[src/rtl/core/pmd_pkg.sv]
`default_nettype none
// ----------------------------------------------------------------------------
// pmd_pkg: shared types and constants of the PIR motion detector
// Field widths, register indexes, register reset values and the stage
// control bundle that travels between the pipeline modules.
// ----------------------------------------------------------------------------
package pmd_pkg;

	localparam int SAMPLE_W  = 16;
	localparam int ACC_W     = 32;
	localparam int SHIFT_W   = 4;
	localparam int THR_W     = 15;
	localparam int CFG_IDX_W = 1;
	localparam int CFG_DAT_W = 15;

	// register indexes on the configuration port
	localparam logic [CFG_IDX_W-1:0] REG_FILTER_SHIFT     = 1'b0;
	localparam logic [CFG_IDX_W-1:0] REG_MOTION_THRESHOLD = 1'b1;

	localparam logic [SHIFT_W-1:0] FILTER_SHIFT_RST     = 4'd4;
	localparam logic [THR_W-1:0]   MOTION_THRESHOLD_RST = 15'd100;

	// pipeline advance plus the valid bit of the stage being handed over
	typedef struct packed {
		logic adv;
		logic vld;
	} stage_ctl_t;

endpackage
`default_nettype wire

[src/rtl/core/pmd_cell.sv]
`default_nettype none
// ----------------------------------------------------------------------------
// pmd_cell: one history cell
// Holds one filtered value and hands it to its neighbor on every shift.
// ----------------------------------------------------------------------------
module pmd_cell
	import pmd_pkg::*;
(
	input  wire logic                       clk,
	input  wire logic                       arst_n,
	input  wire logic                       shift_en,
	input  wire logic signed [SAMPLE_W-1:0] d,
	output logic signed [SAMPLE_W-1:0]      q
);

	logic signed [SAMPLE_W-1:0] val_q;

	always_ff @(posedge clk or negedge arst_n) begin
		if (!arst_n) begin
			val_q <= '0;
		end else if (shift_en) begin
			val_q <= d;
		end
	end

	assign q = val_q;

endmodule
`default_nettype wire

[src/rtl/core/pmd_history.sv]
`default_nettype none
// ----------------------------------------------------------------------------
// pmd_history: chain of history cells with running sum
// Shift the new filtered value into the chain, drop the oldest off the end
// and keep the exact sum of all cells.
// ----------------------------------------------------------------------------
module pmd_history
	import pmd_pkg::*;
#(
	parameter int DEPTH = 16,
	parameter int SUM_W = 20
)(
	input  wire logic                       clk,
	input  wire logic                       arst_n,
	input  wire stage_ctl_t                 ctl,
	input  wire logic signed [SAMPLE_W-1:0] filt,
	output logic signed [SUM_W-1:0]         sum
);

	logic signed [SAMPLE_W-1:0] tap [DEPTH];
	logic signed [SUM_W-1:0]    sum_q;
	logic signed [SUM_W-1:0]    sum_next;
	logic                       shift_en;

	assign shift_en = ctl.adv & ctl.vld;

	for (genvar i = 0; i < DEPTH; i++) begin : g_cell
		if (i == 0) begin : g_head
			pmd_cell u_cell (
				.clk      (clk),
				.arst_n   (arst_n),
				.shift_en (shift_en),
				.d        (filt),
				.q        (tap[i])
			);
		end else begin : g_body
			pmd_cell u_cell (
				.clk      (clk),
				.arst_n   (arst_n),
				.shift_en (shift_en),
				.d        (tap[i-1]),
				.q        (tap[i])
			);
		end
	end

	// oldest value leaves, newest enters
	assign sum_next = sum_q
		- SUM_W'(tap[DEPTH-1])
		+ SUM_W'(filt);

	always_ff @(posedge clk or negedge arst_n) begin
		if (!arst_n) begin
			sum_q <= '0;
		end else if (shift_en) begin
			sum_q <= sum_next;
		end
	end

	assign sum = sum_q;

endmodule
`default_nettype wire

[src/rtl/core/pmd_avg_div.sv]
`default_nettype none
// ----------------------------------------------------------------------------
// pmd_avg_div: divide the running sum by the history depth
// Sign-magnitude multiply by a rounded-up reciprocal; the quotient is exact
// and truncates toward zero.
// ----------------------------------------------------------------------------
module pmd_avg_div
	import pmd_pkg::*;
#(
	parameter int DEPTH = 16,
	parameter int SUM_W = 20
)(
	input  wire logic                   clk,
	input  wire logic                   arst_n,
	input  wire stage_ctl_t             ctl,
	input  wire logic signed [SUM_W-1:0] sum,
	output logic signed [SAMPLE_W-1:0]  avg
);

	localparam int DepthLog = $clog2(DEPTH);
	localparam int K        = SUM_W + DepthLog;
	localparam int MW       = SUM_W + 2;
	localparam int PW       = SUM_W + MW;
	localparam int QW       = SAMPLE_W + 1;
	localparam longint unsigned RecipFull =
		((64'd1 << K) + 64'(DEPTH) - 64'd1) / 64'(DEPTH);
	localparam logic [MW-1:0] Recip = RecipFull[MW-1:0];

	logic             neg;
	logic [SUM_W-1:0] mag;
	logic [PW-1:0]    prod_s3;
	logic             neg_s3;
	logic [QW-1:0]    quot;
	logic [QW-1:0]    quot_signed;

	assign neg = sum[SUM_W-1];
	assign mag = neg ? SUM_W'(-sum) : SUM_W'(sum);

	always_ff @(posedge clk or negedge arst_n) begin
		if (!arst_n) begin
			neg_s3 <= 1'b0;
		end else if (ctl.adv & ctl.vld) begin
			neg_s3 <= neg;
		end
	end

	always_ff @(posedge clk) begin
		if (ctl.adv & ctl.vld) begin
			prod_s3 <= PW'(mag) * PW'(Recip);
		end
	end

	assign quot        = prod_s3[K +: QW];
	assign quot_signed = neg_s3 ? (~quot + QW'(1)) : quot;
	assign avg         = quot_signed[SAMPLE_W-1:0];

endmodule
`default_nettype wire

[src/rtl/core/pir_motion_detector_unit.sv]
`default_nettype none
// ----------------------------------------------------------------------------
// pir_motion_detector_unit: PIR motion detector
// Leaky-integrator smoothing, moving average over AVERAGE_DEPTH values and
// deviation threshold, as a four-stage pipeline around a chain of cells.
// ----------------------------------------------------------------------------
// The block takes one signed 16-bit sample per transfer and returns one
// result per sample: the integrator output (filtered), the mean of the last
// AVERAGE_DEPTH filtered values truncated toward zero (average), and a
// motion flag that is set when filtered lies strictly outside
// average +/- motion_threshold. It sustains one transfer per clock cycle
// while no result is held at the output; a sample passes through the four
// pipeline stages (integrator update, history shift and sum, reciprocal
// multiply, compare and output register), the first of which loads at the
// accepting edge. The whole pipeline holds while a result waits at the
// output, so in_ready follows out_ready through a single
// gate. The history is a chain of AVERAGE_DEPTH cells that all shift once
// per sample; reset clears them, the sum and the integrator at once, so no
// clearing pass is needed. Register 0 is filter_shift (reset 4, zero turns
// smoothing off) and register 1 is motion_threshold (reset 100); write them
// only while the block is idle. cfg_ready is always high.
// ----------------------------------------------------------------------------
module pir_motion_detector_unit
	import pmd_pkg::*;
#(
	parameter int AVERAGE_DEPTH = 16
)(
	input  wire logic                        clk,
	input  wire logic                        arst_n,
	input  wire logic                        in_valid,
	output logic                             in_ready,
	input  wire logic signed [SAMPLE_W-1:0]  sample,
	output logic                             out_valid,
	input  wire logic                        out_ready,
	output logic signed [SAMPLE_W-1:0]       filtered,
	output logic signed [SAMPLE_W-1:0]       average,
	output logic                             motion,
	input  wire logic                        cfg_valid,
	output logic                             cfg_ready,
	input  wire logic [CFG_IDX_W-1:0]        cfg_index,
	input  wire logic [CFG_DAT_W-1:0]        cfg_data
);

	localparam int SUM_W = SAMPLE_W + $clog2(AVERAGE_DEPTH);
	localparam int CMP_W = SAMPLE_W + 2;

	// configuration registers
	logic [SHIFT_W-1:0] filter_shift_q;
	logic [THR_W-1:0]   motion_threshold_q;

	// pipeline state
	logic signed [ACC_W-1:0]    integrator_q;
	logic signed [ACC_W-1:0]    acc_next;
	logic signed [ACC_W-1:0]    acc_s1;
	logic                       vld_s1;
	logic                       vld_s2;
	logic                       vld_s3;
	logic signed [ACC_W-1:0]    acc_shifted;
	logic signed [SAMPLE_W-1:0] filt;
	logic signed [SAMPLE_W-1:0] filt_s2;
	logic signed [SAMPLE_W-1:0] filt_s3;
	logic signed [SUM_W-1:0]    sum;
	logic signed [SAMPLE_W-1:0] avg;
	logic                       adv;
	logic                       accept;
	stage_ctl_t                 hist_ctl;
	stage_ctl_t                 div_ctl;

	// compare
	logic signed [CMP_W-1:0] f_ext;
	logic signed [CMP_W-1:0] a_ext;
	logic signed [CMP_W-1:0] t_ext;
	logic                    motion_next;

	// output register
	logic                       out_valid_q;
	logic signed [SAMPLE_W-1:0] filtered_q;
	logic signed [SAMPLE_W-1:0] average_q;
	logic                       motion_q;

	// advance everything when the output slot is free or being emptied
	assign adv       = !out_valid_q || out_ready;
	assign in_ready  = adv;
	assign accept    = in_valid & adv;
	assign cfg_ready = 1'b1;

	always_ff @(posedge clk or negedge arst_n) begin
		if (!arst_n) begin
			filter_shift_q     <= FILTER_SHIFT_RST;
			motion_threshold_q <= MOTION_THRESHOLD_RST;
		end else if (cfg_valid) begin
			case (cfg_index)
				REG_FILTER_SHIFT: begin
					filter_shift_q <= cfg_data[SHIFT_W-1:0];
				end
				REG_MOTION_THRESHOLD: begin
					motion_threshold_q <= cfg_data[THR_W-1:0];
				end
				default: begin
				end
			endcase
		end
	end

	// Stage 1: leaky integrator. With a zero shift the old value cancels and
	// the sample passes straight through.
	assign acc_next = integrator_q + ACC_W'(sample) - (integrator_q >>> filter_shift_q);

	always_ff @(posedge clk or negedge arst_n) begin
		if (!arst_n) begin
			integrator_q <= '0;
			vld_s1       <= 1'b0;
			vld_s2       <= 1'b0;
			vld_s3       <= 1'b0;
		end else if (adv) begin
			if (in_valid) begin
				integrator_q <= acc_next;
			end
			vld_s1 <= in_valid;
			vld_s2 <= vld_s1;
			vld_s3 <= vld_s2;
		end
	end

	always_ff @(posedge clk) begin
		if (accept) begin
			acc_s1 <= acc_next;
		end
	end

	// Stage 2: scale down and saturate; a shift lowered after accumulating
	// can leave the 16-bit range
	assign acc_shifted = acc_s1 >>> filter_shift_q;

	always_comb begin
		if (acc_shifted[ACC_W-1:SAMPLE_W-1] == '0
			|| acc_shifted[ACC_W-1:SAMPLE_W-1] == '1) begin
			filt = acc_shifted[SAMPLE_W-1:0];
		end else if (acc_shifted[ACC_W-1]) begin
			filt = {1'b1, {(SAMPLE_W-1){1'b0}}};
		end else begin
			filt = {1'b0, {(SAMPLE_W-1){1'b1}}};
		end
	end

	assign hist_ctl.adv = adv;
	assign hist_ctl.vld = vld_s1;

	pmd_history #(
		.DEPTH (AVERAGE_DEPTH),
		.SUM_W (SUM_W)
	) u_history (
		.clk    (clk),
		.arst_n (arst_n),
		.ctl    (hist_ctl),
		.filt   (filt),
		.sum    (sum)
	);

	// Stage 3: the sum in the history stays put while its item sits in
	// stage 2, so it feeds the divider directly
	assign div_ctl.adv = adv;
	assign div_ctl.vld = vld_s2;

	pmd_avg_div #(
		.DEPTH (AVERAGE_DEPTH),
		.SUM_W (SUM_W)
	) u_avg_div (
		.clk    (clk),
		.arst_n (arst_n),
		.ctl    (div_ctl),
		.sum    (sum),
		.avg    (avg)
	);

	always_ff @(posedge clk) begin
		if (adv) begin
			if (vld_s1) begin
				filt_s2 <= filt;
			end
			if (vld_s2) begin
				filt_s3 <= filt_s2;
			end
		end
	end

	// Stage 4: compare at a width where average +/- threshold never wraps
	assign f_ext = CMP_W'(filt_s3);
	assign a_ext = CMP_W'(avg);
	assign t_ext = CMP_W'({1'b0, motion_threshold_q});

	assign motion_next = (f_ext > a_ext + t_ext) || (f_ext < a_ext - t_ext);

	always_ff @(posedge clk or negedge arst_n) begin
		if (!arst_n) begin
			out_valid_q <= 1'b0;
		end else if (adv) begin
			out_valid_q <= vld_s3;
		end
	end

	always_ff @(posedge clk) begin
		if (adv && vld_s3) begin
			filtered_q <= filt_s3;
			average_q  <= avg;
			motion_q   <= motion_next;
		end
	end

	assign out_valid = out_valid_q;
	assign filtered  = filtered_q;
	assign average   = average_q;
	assign motion    = motion_q;

endmodule
`default_nettype wire

[config.mk]
export PLATFORM = sky130hd
export DESIGN_NAME = pir_motion_detector_unit
export DESIGN_NICKNAME = d
export VERILOG_FILES = /design/src/rtl/core/pmd_pkg.sv /design/src/rtl/core/pmd_cell.sv /design/src/rtl/core/pmd_history.sv /design/src/rtl/core/pmd_avg_div.sv /design/src/rtl/core/pir_motion_detector_unit.sv
export SDC_FILE = /design/constraint.sdc
export NUM_CORES = 1
export LEC_CHECK = 0
export ABC_CLOCK_PERIOD_IN_PS = 6600
export CAP_MARGIN = 10
export CORE_MARGIN = 2
export CORE_UTILIZATION = 50
export DETAILED_ROUTE_END_ITERATION = 16
export DONT_BUFFER_PORTS = 1
export GPL_TIMING_DRIVEN = 1
export PLACE_DENSITY_LB_ADDON = 0.3
export SLEW_MARGIN = 20
export SYNTH_ARGS = -nofsm -noshare
export SYNTH_HDL_FRONTEND = slang
export SYNTH_SLANG_ARGS = --single-unit
export TNS_END_PERCENT = 50
[constraint.sdc]
create_clock -name clk -period 6.6 [get_ports clk]
set_clock_uncertainty 0.15 [all_clocks]
set_input_delay 0 -clock clk [delete_from_list [all_inputs] [get_ports clk]]
set_output_delay 0 -clock clk [all_outputs]
set_load 0.02 [all_outputs]
# After elaboration in Yosys (flattened, before gate mapping)
# Index checks and enable logic that the tools add are counted.
dict set report totals {
  inputBits 37
  elab_cells 66
  out_inout_bits 36
  ff_bits 449
}
dict set report op_classes {
  n_bitwise 5
  add_sub_neg 8
  n_mux 4
  n_shift 2
  n_lt_le_gt_ge 2
  eq_ne 1
  n_reduce_logical 11
}
# cell n
set ops {}
lappend ops {{32-bit by 4-bit >>> shifter with 32-bit output} 2}
lappend ops {{16-bit two-way mux} 3}
lappend ops {{32-bit by 16-bit adder with 32-bit output} 1}
lappend ops {{32-bit subtractor} 1}
lappend ops {{20-bit by 16-bit adder with 20-bit output} 1}
lappend ops {{20-bit negator} 1}
lappend ops {{20-bit by 16-bit subtractor with 20-bit output} 1}
lappend ops {{19-bit two-way mux} 1}
lappend ops {{16-bit by 16-bit adder with 17-bit output} 1}
lappend ops {{17-bit equality test, second input constant} 1}
lappend ops {{16-bit by 17-bit greater-than comparator with 1-bit output} 1}
lappend ops {{17-bit logical NOT} 1}
lappend ops {{16-bit by 17-bit less-than comparator with 1-bit output} 1}
lappend ops {{16-bit by 16-bit subtractor with 17-bit output} 1}
lappend ops {{16-bit by 1-bit adder with 16-bit output, second input constant} 1}
lappend ops {{16-bit inverter} 1}
lappend ops {{2-bit AND reduction} 5}
lappend ops {{1-bit AND} 3}
lappend ops {{1-bit logical OR} 3}
lappend ops {{1-bit logical AND} 1}
lappend ops {{1-bit logical NOT} 1}
lappend ops {{1-bit inverter} 1}

# Longest topological paths before layout
dict set report logic_depth {
  word_depth 6
  mapped_depth 28
  ltp_nobuf 23
}

# Modules after synthesis
# From an unflattened synthesis, not the netlist that was laid out.
dict set report hier_totals {
  cells_unflattened 2256
  area_unflattened_um2 26653.1
}
# mod area_per_inst_um2 instances cells_each seq_area_each_um2
set modules_own_cells {}
lappend modules_own_cells {pir_motion_detector_unit 12783.5 1 1319 4294.1}
lappend modules_own_cells {pmd_cell 649.4 16 34 400.4}
lappend modules_own_cells {pmd_history 2322.2 1 284 500.5}
lappend modules_own_cells {pmd_avg_div 1157.4 1 109 505.5}

# Worst setup path before layout
# OpenSTA, ideal clock, no wires.
dict set report synth_timing {
  path_kind {reg-to-reg}
  from {register filter_shift_q[0]}
  to {register integrator_q[20]}
  period_less_slack_ns 6.234
  slack_ns 0.366
  arrival_ns 5.960
  stages_incl_launch_ff 24
  setup_ns 0.125
  path_buffers 8
  t_required_ns 6.325
  cell_sequence {dfrtp_1 buf_4 buf_2 buf_2 buf_2 buf_2 buf_4 buf_2 buf_2 mux2i_1 a21oi_1 mux4_2 fa_1 inv_1 ha_1 o21a_1 o31a_1 o221a_2 or4_1 a31oi_1 o21bai_1 a31o_2 xor2_1 mux2_2}
}
dict set report synth_between {
  elab_chain_cells 2
}
# item line
set synth_rtl {}
lappend synth_rtl {{start: declaration} pir_motion_detector_unit.sv:48} ;# logic [SHIFT_W-1:0] filter_shift_q;
lappend synth_rtl {{start signal: assignment} pir_motion_detector_unit.sv:94} ;# filter_shift_q <= cfg_data[SHIFT_W-1:0];
lappend synth_rtl {{32-bit by 4-bit >>> shifter with 32-bit output} pir_motion_detector_unit.sv:107} ;# assign acc_next = integrator_q + ACC_W'(sample) - (integrator_q >>> filter_shift_q);
lappend synth_rtl {{32-bit subtractor} pir_motion_detector_unit.sv:107}
lappend synth_rtl {{named net acc_next[20]} pir_motion_detector_unit.sv:53} ;# logic signed [ACC_W-1:0] acc_next;
lappend synth_rtl {{end signal: assignment} pir_motion_detector_unit.sv:117} ;# integrator_q <= acc_next;
lappend synth_rtl {{end: declaration} pir_motion_detector_unit.sv:52} ;# logic signed [ACC_W-1:0] integrator_q;
# The timed path passes the listed nets, and every way through them passes these cells.
# A chain may end at the register's enable or synchronous reset.

# Worst setup path in the final report
dict set report layout_timing {
  from {register filter_shift_q[0]}
  to {register u_history.sum_q[18] (netlist: u_history.sum[18])}
}
dict set report layout_between {
  elab_chain_cells 5
  word_cells_on_any_way 7
  cone_classes {add/sub: 1; eq/ne: 1; shift: 1; mux: 2; reduce/logical: 2}
}
# item line
set layout_rtl {}
lappend layout_rtl {{32-bit by 4-bit >>> shifter with 32-bit output *} pir_motion_detector_unit.sv:133} ;# assign acc_shifted = acc_s1 >>> filter_shift_q;
lappend layout_rtl {{17-bit equality test or 17-bit logical NOT (tied branches)} {pir_motion_detector_unit.sv:137, pir_motion_detector_unit.sv:136}}
lappend layout_rtl {{1-bit logical OR} pir_motion_detector_unit.sv:137} ;# || acc_shifted[ACC_W-1:SAMPLE_W-1] == '1) begin
lappend layout_rtl {{16-bit two-way mux *} pir_motion_detector_unit.sv:136} ;# if (acc_shifted[ACC_W-1:SAMPLE_W-1] == '0
lappend layout_rtl {{named net filt[1]} pir_motion_detector_unit.sv:59} ;# logic signed [SAMPLE_W-1:0] filt;
lappend layout_rtl {{20-bit by 16-bit adder with 20-bit output *} pmd_history.sv:50} ;# + SUM_W'(filt);
lappend layout_rtl {{end signal: assignment} pmd_history.sv:56} ;# sum_q <= sum_next;
lappend layout_rtl {{end: declaration} pmd_history.sv:21} ;# logic signed [SUM_W-1:0] sum_q;
# The timed path passes the listed nets; every way through them passes the cells marked *.

==> results.py <==
metrics = {
    "synthesis": {
        "synth_edf_count": 113,
        "synth-warning-count": 0,
        "ys_seq_elements": 445,
        "synth_ff_type": "dfrtp_1",
        "async_flop_share": 0.746,
        "syn_area_per_cell_um2": 9.35,
        "ys_seq_area_frac": 0.463,
        "synth_nets": 2911,
        "yosysUniqueCellTypes": 69,
        "synth_cells": 2705,
        "netlist_area_um2": 25300,
    },
    "finish": {
        "n_fill_cell": 4455,
        "multi_input_area_um2": 12400,
        "syn_to_final_growth_pct": 9.99,
        "drive_gt1_frac": 0.0831,
        "final-seq-area_um2": 11700,
        "nets": 2898,
    },
    "critical_path": {
        "critPathBufInv": 0,
        "start_kind": "flop",
        "crit_type": "flop to flop",
        "cp_slowest_stage_delay_ns": 0.69,
        "slowest_stage": "dfrtp_4",
        "arrival_ns": 6.46,
        "cp_max_fo": 32,
        "path_delay_family": "compound AO/OA/AOI/OAI gates",
        "r2r_setup_slack_ns": 0.44,
        "required_ns": 6.89,
        "cp-end-kind": "flop",
        "cp_cell_sequence": "mux2i_1 > mux2_2 > mux4_2 > or4_1 > nor4b_2 > nand2_2 > o21ai_1 > fa_1 > fa_1 > a211oi_1 > o21ai_0 > a21oi_1 > o21ai_0 > a41oi_1 > a21oi_1 > a21oi_1 > xor2_1 > o21ai_0",
    },
    "route": {
        "ant_nets": 0,
        "dr.first_iter.drc_count": 1379,
        "finalWirelength_um": 56000,
        "drc": 0,
        "vias": 18400,
        "wl_per_cell_um": 16.5,
        "first_pass_iters": 8,
        "avgViaCountPerCell": 5.41,
    },
    "floorplanning": {
        "start_util": 0.505,
        "dieWidth_um": 229,
        "io_pins": 73,
        "num_rows": 82,
        "die-area_um2": 52400,
        "fp.dieH_um": 229,
        "design.core.area_um2": 50100,
    },
    "place": {
        "gp_congestion": 0.932,
        "io_buffers": 0,
        "hpwl_um": 39100,
    },
    "clock_tree": {
        "cts_max_path_buffers": 3,
        "cts_sinks": 445,
        "cts.clk_slew.worst_paths_ns": 0.06,
        "cts-root-buf": "clkbuf_16",
        "numCtsBuffers": 48,
        "hold_buffers": 35,
        "clock_latency_ns": 0.59,
        "cts_tree": "done",
        "htree_levels": 2,
    },
    "timing": {
        "slew_headroom": 0.177,
        "setup_viol": 0,
        "finalHoldViolCount": 332,
        "tightest_slew_ns": 1.23,
        "maxSlewViolCount": 0,
        "fmax_mhz": 162,
        "rsz0062_at_grt": "false",
        "fin_crit_ns": 6.16,
        "holdWs_ns": -1.05,
        "fin_crit_sh": 0.934,
        "tns_ns": 0,
    },
    "global_routing": {
        "grt_max_degree": 333,
        "grt_pass1_vias": 18300,
        "grt_pass1_wl_um": 93900,
        "antenna_found_initial": 1,
        "grt_overflow": 0,
        "track_usage": 0.218,
    },
    "min_path": {
        "hold_path.class": "primary input to async pin",
    },
    "status": {
        "status": "complete, but fails checks",
        "violations": "negative hold slack",
    },
    "flow_run": {
        "drv_cap": 0,
    },
}
## per-layer routing
metal  routed length, um  track usage
met1               25400        0.299
met2               26900        0.358
met3                1960       0.0263
met4                1780       0.0769
met5                   0            0
## path summary, 6_finish.rpt
path | startpoint | to | cells after the start
worst min-delay path | arst_n | motion_threshold_q[12] | 0
max in group asynchronous | arst_n | u_history.g_cell[5].g_body.u_cell.q[7] | 0
worst max-delay path | filter_shift_q[0] | u_history.sum[18] | 18
worst min register to register | filt_s2[14] | filt_s3[14] | 0
worst max register to register | filter_shift_q[0] | u_history.sum[18] | 18
min in group clk | cfg_data[3] | motion_threshold_q[3] | 2
## flip-flops by register name (all words and copies together), names as in the netlist
signal	cells
acc_s1	32
average	16
filt_s2	16
filt_s3	16
filter_shift_q	4
filtered	16
integrator_q	32
motion	1
motion_threshold_q	15
out_valid	1
u_avg_div.neg_s3	1
u_avg_div.prod_s3	16
u_history.g_cell.g_body.u_cell.q	240
u_history.g_cell.g_head.u_cell.q	16
u_history.sum	20
vld_s1	1
vld_s2	1
vld_s3	1
## cells by family after synthesis
| logic type | Yosys count | synth area share |
|---|---|---|
| and+or+nand+nor | 1123 | 0.181 |
| DFF | 445 | 0.463 |
| AOI/OAI and AO/OA | 406 | 0.0964 |
| buffers and inverters | 315 | 0.0475 |
| adders and majority gates | 169 | 0.0990 |
| muxes | 148 | 0.0788 |
| xor gates and xnor gates | 98 | 0.0339 |
| other | 1 | 0.000148 |
## final cells by class
type	count	share of cell area
clock inverters	31	0.0107
well taps	672	0.0302
flip-flops and latches	445	0.421
diodes	1	0.0000899
multi-input cells	1945	0.446
inverters	190	0.0259
clock buffers	58	0.0467
repair buffers	62	0.0199
## placed cells by master (no fill, tap or decap), types with 25 or more instances in the layout
cell / instances
mux2i_1: 54
clkbuf_16: 49
nor2_1: 93
dfrtp_1: 325
a21oi_1: 96
dlygate4sd3_1: 35
buf_4: 27
o21ai_0: 143
inv_1: 186
nand2_1: 887
xnor2_1: 77
fa_1: 52
a31oi_1: 25
edfxtp_1: 113
mux4_2: 35
ha_1: 117
mux2_2: 59
## through the flow
step	std cells	utilization	hold WS, ns	setup WS [ns]	instance area [um^2]
3_3_place_gp	3279	0.517	-0.438	0.474	25900
5_1_grt	3404	0.556	-1.06	0.0188	27800
4_1_cts	3403	0.556	-1.07	0.315	27800
3_5_place_dp	3279	0.517	-0.439	0.329	25900
6_report	3404	0.556	-1.05	0.436	27800
2_1_floorplan	2705	-	-0.446	0.366	25300
## what timing repair did
| action | CTS | global route |
|---|---|---|
| setup endpoints to repair | 0 | 3 |
| resized for setup | 0 | 1 |
| buffers inserted | 0 | 0 |
| endpoints found under the hold margin | 365 | 332 |
## Yosys cell counts (6+ instances only)
master	number	area share
a211oi_1	13	0.0039
a21o_1	24	0.0071
a21oi_1	96	0.019
a22oi_1	6	0.0018
a31oi_1	25	0.0062
and2_1	8	0.0020
and3_1	10	0.0025
buf_1	12	0.0018
buf_2	7	0.0014
clkbuf_1	103	0.015
dfrtp_1	328	0.32
edfxtp_1	113	0.13
fa_1	52	0.041
ha_1	117	0.058
inv_1	188	0.028
mux2_2	59	0.026
mux2i_1	54	0.021
mux4_2	35	0.031
nand2_1	889	0.13
nand2b_1	18	0.0045
nand3_1	24	0.0047
nand4_1	8	0.0020
nor2_1	93	0.014
nor2b_1	21	0.0052
nor3_1	17	0.0034
nor4_1	6	0.0015
o211ai_1	7	0.0021
o21a_1	12	0.0036
o21ai_0	143	0.028
o21ai_1	11	0.0022
o21bai_1	21	0.0062
o31ai_1	11	0.0033
or3_1	8	0.0020
xnor2_1	77	0.027
xor2_1	21	0.0073
Power is left out: the tool's default activity adds up to more than one toggle a clock period on the data nets, which glitch-free logic cannot reach.
